<file path="src/matrix_game_saddle_point_macros.svh">
// Assertion macros for the matrix game saddle-point block.
// Included by the top level; relies on aclk and aresetn in scope.
`ifndef MATRIX_GAME_SADDLE_POINT_MACROS_SVH
`define MATRIX_GAME_SADDLE_POINT_MACROS_SVH

// Check that a condition implies another in the same cycle
`define MGSP_ASSERT_SAME(label, ante, cons, msg) \
    label: assert property (@(posedge aclk) disable iff (!aresetn) \
        (ante) |-> (cons)) else $error(msg);

// Check that a condition implies another in the next cycle
`define MGSP_ASSERT_NEXT(label, ante, cons, msg) \
    label: assert property (@(posedge aclk) disable iff (!aresetn) \
        (ante) |=> (cons)) else $error(msg);

`endif

</file>
<file path="src/mgsp_pkg.sv">
// Package for the matrix game saddle-point block: default sizes,
// field widths and configuration register indexes. No dependencies.
package mgsp_pkg;

    // Default sizes handed to the top-level parameters
    localparam int MAX_COLUMNS_DEF = 256;
    localparam int MAX_ROWS_DEF    = 256;
    localparam int VALUE_BITS_DEF  = 16;

    // Fixed field widths
    localparam int INDEX_BITS = 8;
    localparam int CFG_DATA_W = 9;
    localparam int CFG_ADDR_W = 1;

    // Configuration register indexes
    localparam logic [CFG_ADDR_W-1:0] CFG_ROW_COUNT    = 1'b0;
    localparam logic [CFG_ADDR_W-1:0] CFG_COLUMN_COUNT = 1'b1;

endpackage

</file>
<file path="src/matrix_game_saddle_point.sv">
// Matrix game saddle-point finder: maximin and minimax of a streamed matrix.
// Depends on mgsp_pkg and matrix_game_saddle_point_macros.svh.
//
// Usage:
//   Write row_count (index 0) and column_count (index 1) on the cfg port
//   while the block is idle; a count of zero acts as 1 and a count above the
//   parameter maximum acts as that maximum. Any write restarts the matrix.
//   Stream the payoff matrix on s_* in row-major order, one element per
//   transfer. After the final element one result transfer appears on m_*
//   with both indices, both values and the saddle flag; other elements give
//   no result. Then the next matrix begins.
// Throughput:
//   One element per cycle while no final element waits on a stalled result.
//   The column-maximum memory is read when an element is taken and written
//   back when it commits; m_tvalid is registered from the final commit.
//   Back-to-back visits to the same column are forwarded around the memory.
// Reset and stall:
//   aresetn (synchronous, active low) sets both counts to 1 and restarts at
//   row 0, column 0; the memory needs no clearing, since row 0 writes every
//   column before it is read. While a result waits on a stalled m_tready,
//   further elements are still taken until the next final element arrives.
module matrix_game_saddle_point #(
    parameter int MAX_COLUMNS = mgsp_pkg::MAX_COLUMNS_DEF,
    parameter int MAX_ROWS    = mgsp_pkg::MAX_ROWS_DEF,
    parameter int VALUE_BITS  = mgsp_pkg::VALUE_BITS_DEF
) (
    input  logic                                      aclk,
    input  logic                                      aresetn,
    // Configuration write port
    input  logic                                      cfg_wr_en,
    input  logic [mgsp_pkg::CFG_ADDR_W-1:0]           cfg_addr,
    input  logic [mgsp_pkg::CFG_DATA_W-1:0]           cfg_data,
    // Input stream
    input  logic                                      s_tvalid,
    output logic                                      s_tready,
    // s_tdata: payoff
    input  logic [((VALUE_BITS+7)/8)*8-1:0]           s_tdata,
    // Result stream
    output logic                                      m_tvalid,
    input  logic                                      m_tready,
    // m_tdata: best_row, maximin_value, best_column, minimax_value, has_saddle
    output logic [((2*mgsp_pkg::INDEX_BITS+2*VALUE_BITS+1+7)/8)*8-1:0] m_tdata
);

    localparam int COL_IDX_W = (MAX_COLUMNS > 1) ? $clog2(MAX_COLUMNS) : 1;
    localparam int ROW_IDX_W = (MAX_ROWS > 1) ? $clog2(MAX_ROWS) : 1;
    localparam int COL_CNT_W = COL_IDX_W + 1;
    localparam int ROW_CNT_W = ROW_IDX_W + 1;
    localparam int IDX_B     = mgsp_pkg::INDEX_BITS;
    localparam int M_TDATA_W = ((2*IDX_B + 2*VALUE_BITS + 1 + 7) / 8) * 8;

    // Configuration and position registers
    logic [ROW_CNT_W-1:0] row_cnt_reg, row_cnt_next;
    logic [COL_CNT_W-1:0] col_cnt_reg, col_cnt_next;
    logic [ROW_IDX_W-1:0] row_pos_reg, row_pos_next;
    logic [COL_IDX_W-1:0] col_pos_reg, col_pos_next;

    // Second stage: element in flight
    logic                         s1_valid_reg, s1_valid_next;
    logic signed [VALUE_BITS-1:0] s1_payoff_reg;
    logic [ROW_IDX_W-1:0]         s1_row_reg;
    logic [COL_IDX_W-1:0]         s1_col_reg;
    logic                         s1_first_col_reg, s1_first_row_reg;
    logic                         s1_last_col_reg, s1_last_row_reg;

    // Column-maximum memory, read data and forwarding
    logic signed [VALUE_BITS-1:0] colmax_mem [MAX_COLUMNS];
    logic signed [VALUE_BITS-1:0] rd_data_reg;
    logic                         fwd_hit_reg;
    logic signed [VALUE_BITS-1:0] fwd_data_reg;

    // Running values
    logic signed [VALUE_BITS-1:0] row_min_reg, row_min_next;
    logic signed [VALUE_BITS-1:0] best_row_val_reg, best_row_val_next;
    logic [ROW_IDX_W-1:0]         best_row_idx_reg, best_row_idx_next;
    logic signed [VALUE_BITS-1:0] best_col_val_reg, best_col_val_next;
    logic [COL_IDX_W-1:0]         best_col_idx_reg, best_col_idx_next;

    // Output register
    logic                         m_valid_reg, m_valid_next;
    logic [IDX_B-1:0]             m_best_row_reg, m_best_col_reg;
    logic signed [VALUE_BITS-1:0] m_maximin_reg, m_minimax_reg;
    logic                         m_saddle_reg;

    logic                         accept;
    logic                         s1_last;
    logic                         s1_commit;
    logic                         last_col0, last_row0;
    logic signed [VALUE_BITS-1:0] payoff_in;
    logic signed [VALUE_BITS-1:0] colmax_old, colmax_new;
    logic [ROW_IDX_W+IDX_B-1:0]   row_idx_ext;
    logic [COL_IDX_W+IDX_B-1:0]   col_idx_ext;

    assign payoff_in = signed'(s_tdata[VALUE_BITS-1:0]);
    assign s1_last   = s1_last_col_reg && s1_last_row_reg;

    // Hold the element in flight only when its result cannot leave
    assign s1_commit = s1_valid_reg && !(s1_last && m_valid_reg && !m_tready);
    assign s_tready  = !s1_valid_reg || s1_commit;
    assign accept    = s_tvalid && s_tready;

    assign last_col0 = (COL_CNT_W'(col_pos_reg) + 1'b1) == col_cnt_reg;
    assign last_row0 = (ROW_CNT_W'(row_pos_reg) + 1'b1) == row_cnt_reg;

    // Clamp counts and advance the matrix position
    always_comb begin
        row_cnt_next = row_cnt_reg;
        col_cnt_next = col_cnt_reg;
        row_pos_next = row_pos_reg;
        col_pos_next = col_pos_reg;
        if (cfg_wr_en) begin
            row_pos_next = '0;
            col_pos_next = '0;
            case (cfg_addr)
                mgsp_pkg::CFG_ROW_COUNT: begin
                    if (cfg_data == '0) begin
                        row_cnt_next = ROW_CNT_W'(1);
                    end else if (int'(cfg_data) > MAX_ROWS) begin
                        row_cnt_next = ROW_CNT_W'(MAX_ROWS);
                    end else begin
                        row_cnt_next = ROW_CNT_W'(cfg_data);
                    end
                end
                mgsp_pkg::CFG_COLUMN_COUNT: begin
                    if (cfg_data == '0) begin
                        col_cnt_next = COL_CNT_W'(1);
                    end else if (int'(cfg_data) > MAX_COLUMNS) begin
                        col_cnt_next = COL_CNT_W'(MAX_COLUMNS);
                    end else begin
                        col_cnt_next = COL_CNT_W'(cfg_data);
                    end
                end
                default: begin
                    row_cnt_next = row_cnt_reg;
                end
            endcase
        end else if (accept) begin
            if (last_col0) begin
                col_pos_next = '0;
                row_pos_next = last_row0 ? '0 : row_pos_reg + 1'b1;
            end else begin
                col_pos_next = col_pos_reg + 1'b1;
            end
        end
    end

    // Update column maximum, row minimum, maximin and minimax
    always_comb begin
        colmax_old = fwd_hit_reg ? fwd_data_reg : rd_data_reg;
        if (s1_first_row_reg || s1_payoff_reg > colmax_old) begin
            colmax_new = s1_payoff_reg;
        end else begin
            colmax_new = colmax_old;
        end

        if (s1_first_col_reg || s1_payoff_reg < row_min_reg) begin
            row_min_next = s1_payoff_reg;
        end else begin
            row_min_next = row_min_reg;
        end

        best_col_val_next = best_col_val_reg;
        best_col_idx_next = best_col_idx_reg;
        if (s1_last_row_reg && (s1_first_col_reg || colmax_new < best_col_val_reg)) begin
            best_col_val_next = colmax_new;
            best_col_idx_next = s1_col_reg;
        end

        best_row_val_next = best_row_val_reg;
        best_row_idx_next = best_row_idx_reg;
        if (s1_last_col_reg && (s1_first_row_reg || row_min_next > best_row_val_reg)) begin
            best_row_val_next = row_min_next;
            best_row_idx_next = s1_row_reg;
        end
    end

    assign row_idx_ext = {IDX_B'(0), best_row_idx_next};
    assign col_idx_ext = {IDX_B'(0), best_col_idx_next};

    // Stage and output handshake
    always_comb begin
        if (accept) begin
            s1_valid_next = 1'b1;
        end else if (s1_commit) begin
            s1_valid_next = 1'b0;
        end else begin
            s1_valid_next = s1_valid_reg;
        end

        if (s1_commit && s1_last) begin
            m_valid_next = 1'b1;
        end else if (m_tready) begin
            m_valid_next = 1'b0;
        end else begin
            m_valid_next = m_valid_reg;
        end
    end

    // Control registers
    always_ff @(posedge aclk) begin
        if (!aresetn) begin
            row_cnt_reg  <= ROW_CNT_W'(1);
            col_cnt_reg  <= COL_CNT_W'(1);
            row_pos_reg  <= '0;
            col_pos_reg  <= '0;
            s1_valid_reg <= 1'b0;
            m_valid_reg  <= 1'b0;
            fwd_hit_reg  <= 1'b0;
        end else begin
            row_cnt_reg  <= row_cnt_next;
            col_cnt_reg  <= col_cnt_next;
            row_pos_reg  <= row_pos_next;
            col_pos_reg  <= col_pos_next;
            s1_valid_reg <= s1_valid_next;
            m_valid_reg  <= m_valid_next;
            if (accept) begin
                fwd_hit_reg <= s1_commit && (s1_col_reg == col_pos_reg);
            end
        end
    end

    // Column-maximum memory: read on transfer, write back on commit
    always_ff @(posedge aclk) begin
        if (s1_commit) begin
            colmax_mem[s1_col_reg] <= colmax_new;
        end
        if (accept) begin
            rd_data_reg <= colmax_mem[col_pos_reg];
        end
    end

    // Payload registers
    always_ff @(posedge aclk) begin
        if (accept) begin
            fwd_data_reg     <= colmax_new;
            s1_payoff_reg    <= payoff_in;
            s1_row_reg       <= row_pos_reg;
            s1_col_reg       <= col_pos_reg;
            s1_first_col_reg <= (col_pos_reg == '0);
            s1_first_row_reg <= (row_pos_reg == '0);
            s1_last_col_reg  <= last_col0;
            s1_last_row_reg  <= last_row0;
        end
        if (s1_commit) begin
            row_min_reg      <= row_min_next;
            best_row_val_reg <= best_row_val_next;
            best_row_idx_reg <= best_row_idx_next;
            best_col_val_reg <= best_col_val_next;
            best_col_idx_reg <= best_col_idx_next;
        end
        if (s1_commit && s1_last) begin
            m_best_row_reg <= row_idx_ext[IDX_B-1:0];
            m_maximin_reg  <= best_row_val_next;
            m_best_col_reg <= col_idx_ext[IDX_B-1:0];
            m_minimax_reg  <= best_col_val_next;
            m_saddle_reg   <= (best_row_val_next == best_col_val_next);
        end
    end

    assign m_tvalid = m_valid_reg;
    assign m_tdata  = M_TDATA_W'({m_saddle_reg, m_minimax_reg, m_best_col_reg,
                                  m_maximin_reg, m_best_row_reg});

    // Assertions
`include "matrix_game_saddle_point_macros.svh"

    `MGSP_ASSERT_SAME(a_hold_only_on_result, s1_valid_reg && !s1_commit, s1_last && m_valid_reg, "element held without a blocked result")
    `MGSP_ASSERT_NEXT(a_result_follows_last, s1_commit && s1_last, m_valid_reg, "final element gave no result")
    `MGSP_ASSERT_SAME(a_saddle_flag, m_valid_reg, m_saddle_reg == (m_maximin_reg == m_minimax_reg), "saddle flag disagrees with values")

endmodule
</file>
<file path="config.mk">
export PLATFORM = sky130hd
export DESIGN_NAME = matrix_game_saddle_point
export DESIGN_NICKNAME = d
export VERILOG_FILES = /design/src/mgsp_pkg.sv /design/src/matrix_game_saddle_point.sv
export VERILOG_INCLUDE_DIRS = /design/src /design/src/src
export SDC_FILE = /design/constraint.sdc
export NUM_CORES = 2
export LEC_CHECK = 0
export ABC_AREA = 1
export BUFFER_PORTS_ARGS = -buffer_cell sky130_fd_sc_hd__buf_2
export CAP_MARGIN = 20
export CELL_PAD_IN_SITES_DETAIL_PLACEMENT = 0
export CELL_PAD_IN_SITES_GLOBAL_PLACEMENT = 1
export CORE_MARGIN = 2
export CORE_UTILIZATION = 48
export DETAILED_ROUTE_END_ITERATION = 8
export HOLD_SLACK_MARGIN = 0.12
export PLACE_DENSITY_LB_ADDON = 0.05
export SLEW_MARGIN = 0
export SYNTH_ARGS = -nofsm -noshare
export SYNTH_HDL_FRONTEND = slang
export SYNTH_SLANG_ARGS = --single-unit
</file>
<file path="constraint.sdc">
create_clock -name aclk -period 15.2 [get_ports aclk]
set_input_delay 0 -clock aclk [delete_from_list [all_inputs] [get_ports aclk]]
set_output_delay 0 -clock aclk [all_outputs]
set_load 0.02 [all_outputs]
</file>
; After elaboration in Yosys (flattened, before gate mapping)
; Memories as Yosys holds them, arrays and structs flattened. A register that Yosys moved wholly into a read port is not among the register bits.
; Index checks and enable logic that the tools add are counted.
[word_totals]
reg_bits = 202
mem_bits_rw = 4096
output_inout_bits = 58
n_memories = 1
[memory_table]
columns = name, words, word_bits, read_ports, rd_clocked_by_memory_dff, wr, line_no
row1 = colmax_mem, 256, 16, 1, 1, 1, matrix_game_saddle_point.sv:67  ; logic signed [VALUE_BITS-1:0] colmax_mem [MAX_COLUMNS];
[op_classes]
addsub = 4
magnitude_cmp = 5
eq_ne = 4
n_mux = 17
bitwise = 2
n_reduce_logical = 26
[op_table]
columns = operator, n
row1 = $mux 16, 5
row2 = $gt 16x16->1, 2
row3 = $lt 16x16->1, 2
row4 = $mux 8, 4
row5 = $add 8x1->9 const B, 2
row6 = $eq 9x9->1, 2
row7 = $mux 9, 2
row8 = $add 8x1->8 const B, 2
row9 = $eq 16x16->1, 1
row10 = $logic_not 8->1, 2
row11 = $gt 9x9->1 const B, 1
row12 = $logic_and 1x1->1, 9
row13 = $logic_not 9->1, 1
row14 = $eq 8x8->1, 1
row15 = $mux 1, 6
row16 = $reduce_and 2->1, 3
row17 = $logic_or 1x1->1, 5
row18 = $reduce_bool 2->1, 2
row19 = $logic_not 1->1, 3
row20 = $not 1->1, 2
row21 = $reduce_or 2->1, 1

; Depth between registers and ports, before layout
[depth]
depth_word = 9
ltp_mapped = 41
depth_no_buf = 38

; Worst setup path before layout
; OpenSTA, ideal clock, no wires.
[synth_path]
kind = register to register
startpoint = register fwd_hit_reg
endpoint = register m_saddle_reg, data pin
arrival_ns = 15.836
required_ns = 14.949
slack_ns = -0.887
stages_incl_launch_ff = 36
path_buffers = 5
synth_period_minus_slack_ns = 16.087
path_cell_list = dfxtp_1 -> buf_2 -> buf_1 -> mux2i_1 -> ha_1 -> nand2_1 -> inv_1 -> nand2_1 -> nand2_1 -> nand2_1 -> nand2_1 -> nand2_1 -> nand2_1 -> nand2_1 -> nand2_1 -> nand2_2 -> nand2_2 -> clkbuf_1 -> o21ai_0 -> ha_1 -> nand2_1 -> inv_1 -> nand3_1 -> a31oi_1 -> a2111oi_0 -> nand3_1 -> nand3_2 -> buf_6 -> buf_12 -> nand3_2 -> nand2_2 -> nand3_1 -> nand3_1 -> nor2_1 -> nand2_1 -> nor2_1
[synth_via]
elab_chain_len = 9
[synth_lines]
columns = item, line_no
row1 = "start, declared", matrix_game_saddle_point.sv:69  ; logic fwd_hit_reg;
row2 = "start signal, assigned", matrix_game_saddle_point.sv:217  ; fwd_hit_reg <= s1_commit && (s1_col_reg == col_pos_reg);
row3 = $mux 16 (*), matrix_game_saddle_point.sv:149  ; colmax_old = fwd_hit_reg ? fwd_data_reg : rd_data_reg;
row4 = $gt 16x16->1, matrix_game_saddle_point.sv:150  ; if (s1_first_row_reg || s1_payoff_reg > colmax_old) begin
row5 = $logic_or 1x1->1, matrix_game_saddle_point.sv:150
row6 = $mux 16 (*), matrix_game_saddle_point.sv:150
row7 = net colmax_new[11], matrix_game_saddle_point.sv:90  ; logic signed [VALUE_BITS-1:0] colmax_old, colmax_new;
row8 = $lt 16x16->1 (*), matrix_game_saddle_point.sv:164  ; if (s1_last_row_reg && (s1_first_col_reg || colmax_new < best_col_val_reg)) begin
row9 = $logic_or 1x1->1 (*), matrix_game_saddle_point.sv:164
row10 = $logic_and 1x1->1 (*), matrix_game_saddle_point.sv:164
row11 = $mux 16 (*), matrix_game_saddle_point.sv:164
row12 = net best_col_val_next[14], matrix_game_saddle_point.sv:76  ; logic signed [VALUE_BITS-1:0] best_col_val_reg, best_col_val_next;
row13 = $eq 16x16->1 (*), matrix_game_saddle_point.sv:256  ; m_saddle_reg <= (best_row_val_next == best_col_val_next);
row14 = "end signal, assigned", matrix_game_saddle_point.sv:256
row15 = "end, declared", matrix_game_saddle_point.sv:83  ; logic m_saddle_reg;
; Mark *: on every way through the listed nets, which the timed path passes. The rest lies on a longest branch.
; A chain may end at the register's enable or synchronous reset.

; Final worst setup path
; Same ends and word-level chain as after synthesis.

==> run summary <==
Syn. warnings: 0
detailed router's first-iteration violation count: 14,200
number of placed I/O pins: 89
max-slew violation count: 0
final hold viol count: 0
sequential share of the synthesized area: 75.8%
fin worst setup slack: 8180 ps
fraction of registers with async set or reset after synthesis: 0%
Worst EP arrival: 7850 ps
worst min-delay path startpoint: s_tvalid
ratio of final minimum period to clock period: 46.2%
Reg-to-Reg Start: fwd_hit_reg
root buffer cell: sky130_fd_sc_hd__clkbuf_16
worst reg2reg setup slack: 8180 ps
number of remaining DRC errors: 0
worst rel slew slack: 14.3%
worst setup path start: fwd_hit_reg
clock slew at the register clock pins of the worst setup and hold paths: 60 ps
register containing the most flip-flops in the final layout: colmax_mem
cts hold-fix bufs: 71
max reg flops: 4,096
count of buffers from port buffering: 81
Startpoint Class: register
classification of the worst setup path: reg -> reg
total setup buffers inserted after CTS: 0
Critical Path Max Stage Delay: 930 ps
result of the run: completed
number of instances in the synthesized netlist: 12,800
number of nets with antenna violations after routing: 0
worst min-delay path category: in -> reg
number of enable-type register cells in the synthesized netlist: 4,277
routed length per placed instance: 30.7 µm
Resized Gates After CTS: 0
Overall Power: 25,300 µW
Synth Flop Type: sky130_fd_sc_hd__edfxtp_1
largest net degree at the start of global routing: 196
overall die width: 600 µm
clock sink total: 4,314
critical path required time: 16,030 ps
gp weighted congestion: 0.867
register bit count reported by yosys: 4,314
crit end category: register
Achievable Freq: 142 MHz
total number of nets in the final design: 13,100
Cell Pwr Density: 131 nW/µm²
worst IR drop on VDD: 149 µV
top library cells by usage in the layout, fill and taps aside: sky130_fd_sc_hd__edfxtp_1, sky130_fd_sc_hd__nor2_1, sky130_fd_sc_hd__o21ai_0
accumulated negative setup slack: 0 ps
slew at the pin closest to its max-slew limit: 1280 ps
starting utilization of the core area: 48.3%
top fanout value on the critical path: 195
standard cell with the maximum stage delay on the critical path: sky130_fd_sc_hd__dfxtp_1
number of vias after detailed routing: 112,000
htree depth: 5
aggregate global-route resource usage: 30.4%
fraction of final layout cells sized beyond drive strength 1: 10.3%
Final Critical Period: 7020 ps
total core area: 353,000 µm²
post-detailed-route via-to-cell ratio: 6.20
most prevalent standard cell on the critical path: sky130_fd_sc_hd__nand2_1
source-to-sink clock delay at the later pin of the worst-skew pair: 1010 ps
global-route wire length before repair: 788 mm
maximum buffer depth of the clock tree: 4
initial antenna violation count: 35
wire length after detailed routing: 557 mm
CTS buffer count: 455
count of cell types in the netlist: 55
unrepaired setup endpoints after global routing: no
Row Count: 218
aggregate global routing overflow: 0
area grow syn2layout: 13.5%
static power due to leakage: 0.0625 µW
synthesized area divided by synthesized cell count: 13.3 µm²
worst slack after detailed placement: 8020 ps
post-synthesis cell area: 170,000 µm²
TritonCTS clock tree: built
total setup violations reported at the end of the flow: 0
vertical die dimension: 600 µm
Die Outline Area: 360,000 µm²
Maximum Capacitance Violations: 0
Initial DRT Pass Iterations: 6
total half-perimeter wirelength after legalization and detailed placement: 314 mm
Worst Clk Skew: 46.1 ps
vias in the first global route: 106,000
commonest non-fill, non-tap cell in the layout: sky130_fd_sc_hd__edfxtp_1
==> synth_stat cells, drive strengths merged, types with 76 or more instances <==
master | number | area, µm²
a21oi | 175 | 876
o211ai | 117 | 878
o22ai | 686 | 4290
edfxtp | 4277 | 128000
nand2 | 396 | 1510
clkbuf | 876 | 3290
inv | 151 | 567
o21ai | 2372 | 11900
nor2 | 2712 | 10200
nand3 | 220 | 1130
buf | 76 | 393
o221ai | 442 | 3870
==> layout make-up <==
type	instances	area (µm²)
clock buffers	550	12000
multi-input cells	7406	37500
clock inverters	289	2650
inverters	154	611
repair buffers	674	5530
fillers	29100	160000
flip-flops and latches	4314	129000
diodes	15	37.5
well taps	4730	5920
==> metrics by stage <==
step                utilization [%]  std cells  hold slack, ps  cell area (µm²)
floorplan                         -      12800            98.9           170000
global placement               50.3      17200             180           178000
detailed placement             50.4      17200             179           178000
CTS                            54.8      18100             140           193000
global route                   54.8      18100             274           193000
finish                         54.8      18100             193           193000
==> worst paths after layout <==
check,endpoint,cells past startpoint
setup / recovery,m_saddle_reg,32
hold / removal,col_pos_reg[5],5
setup reg to reg,m_saddle_reg,32
hold reg to reg,s1_row_reg[6],0
==> power breakdown <==
| group | internal [µW] | switching, µW |
|---|---|---|
| sequential | 13200 | 21.0 |
| combinational | 232 | 870 |
| clock | 6330 | 4660 |
| total | 19800 | 5550 |
==> per-layer routing <==
layer	share of wire, %	vias up	GRT usage, %
li1	-	48800	-
met5	0.030	-	0
met4	3.7	26	10.4
met2	45	5122	46.9
met1	42	57600	44.0
met3	8.7	861	4.96
==> critical path, delay by kind of cell (launching register included) <==
kind                     cells  cell delay, ps
AO/OA/AOI/OAI                2             320
adder cells (fa/ha/maj)      2             720
buffers and inverters        1             610
flip-flops                   1             930
multiplexers                 1             540
AND/OR/NAND/NOR             26            3710
==> logic make-up after synthesis <==
kind of cell,count (synthesis),share of synthesized area (%)
flops,4314,75.8
compound gates,3877,13.2
simple gates,3419,7.85
buf+inv,1106,2.50
fa+ha+maj,66,0.484
xor+xnor,20,0.103
mux,17,0.0998
other cells,1,0.00220
(Power assumes the default switching activity.)
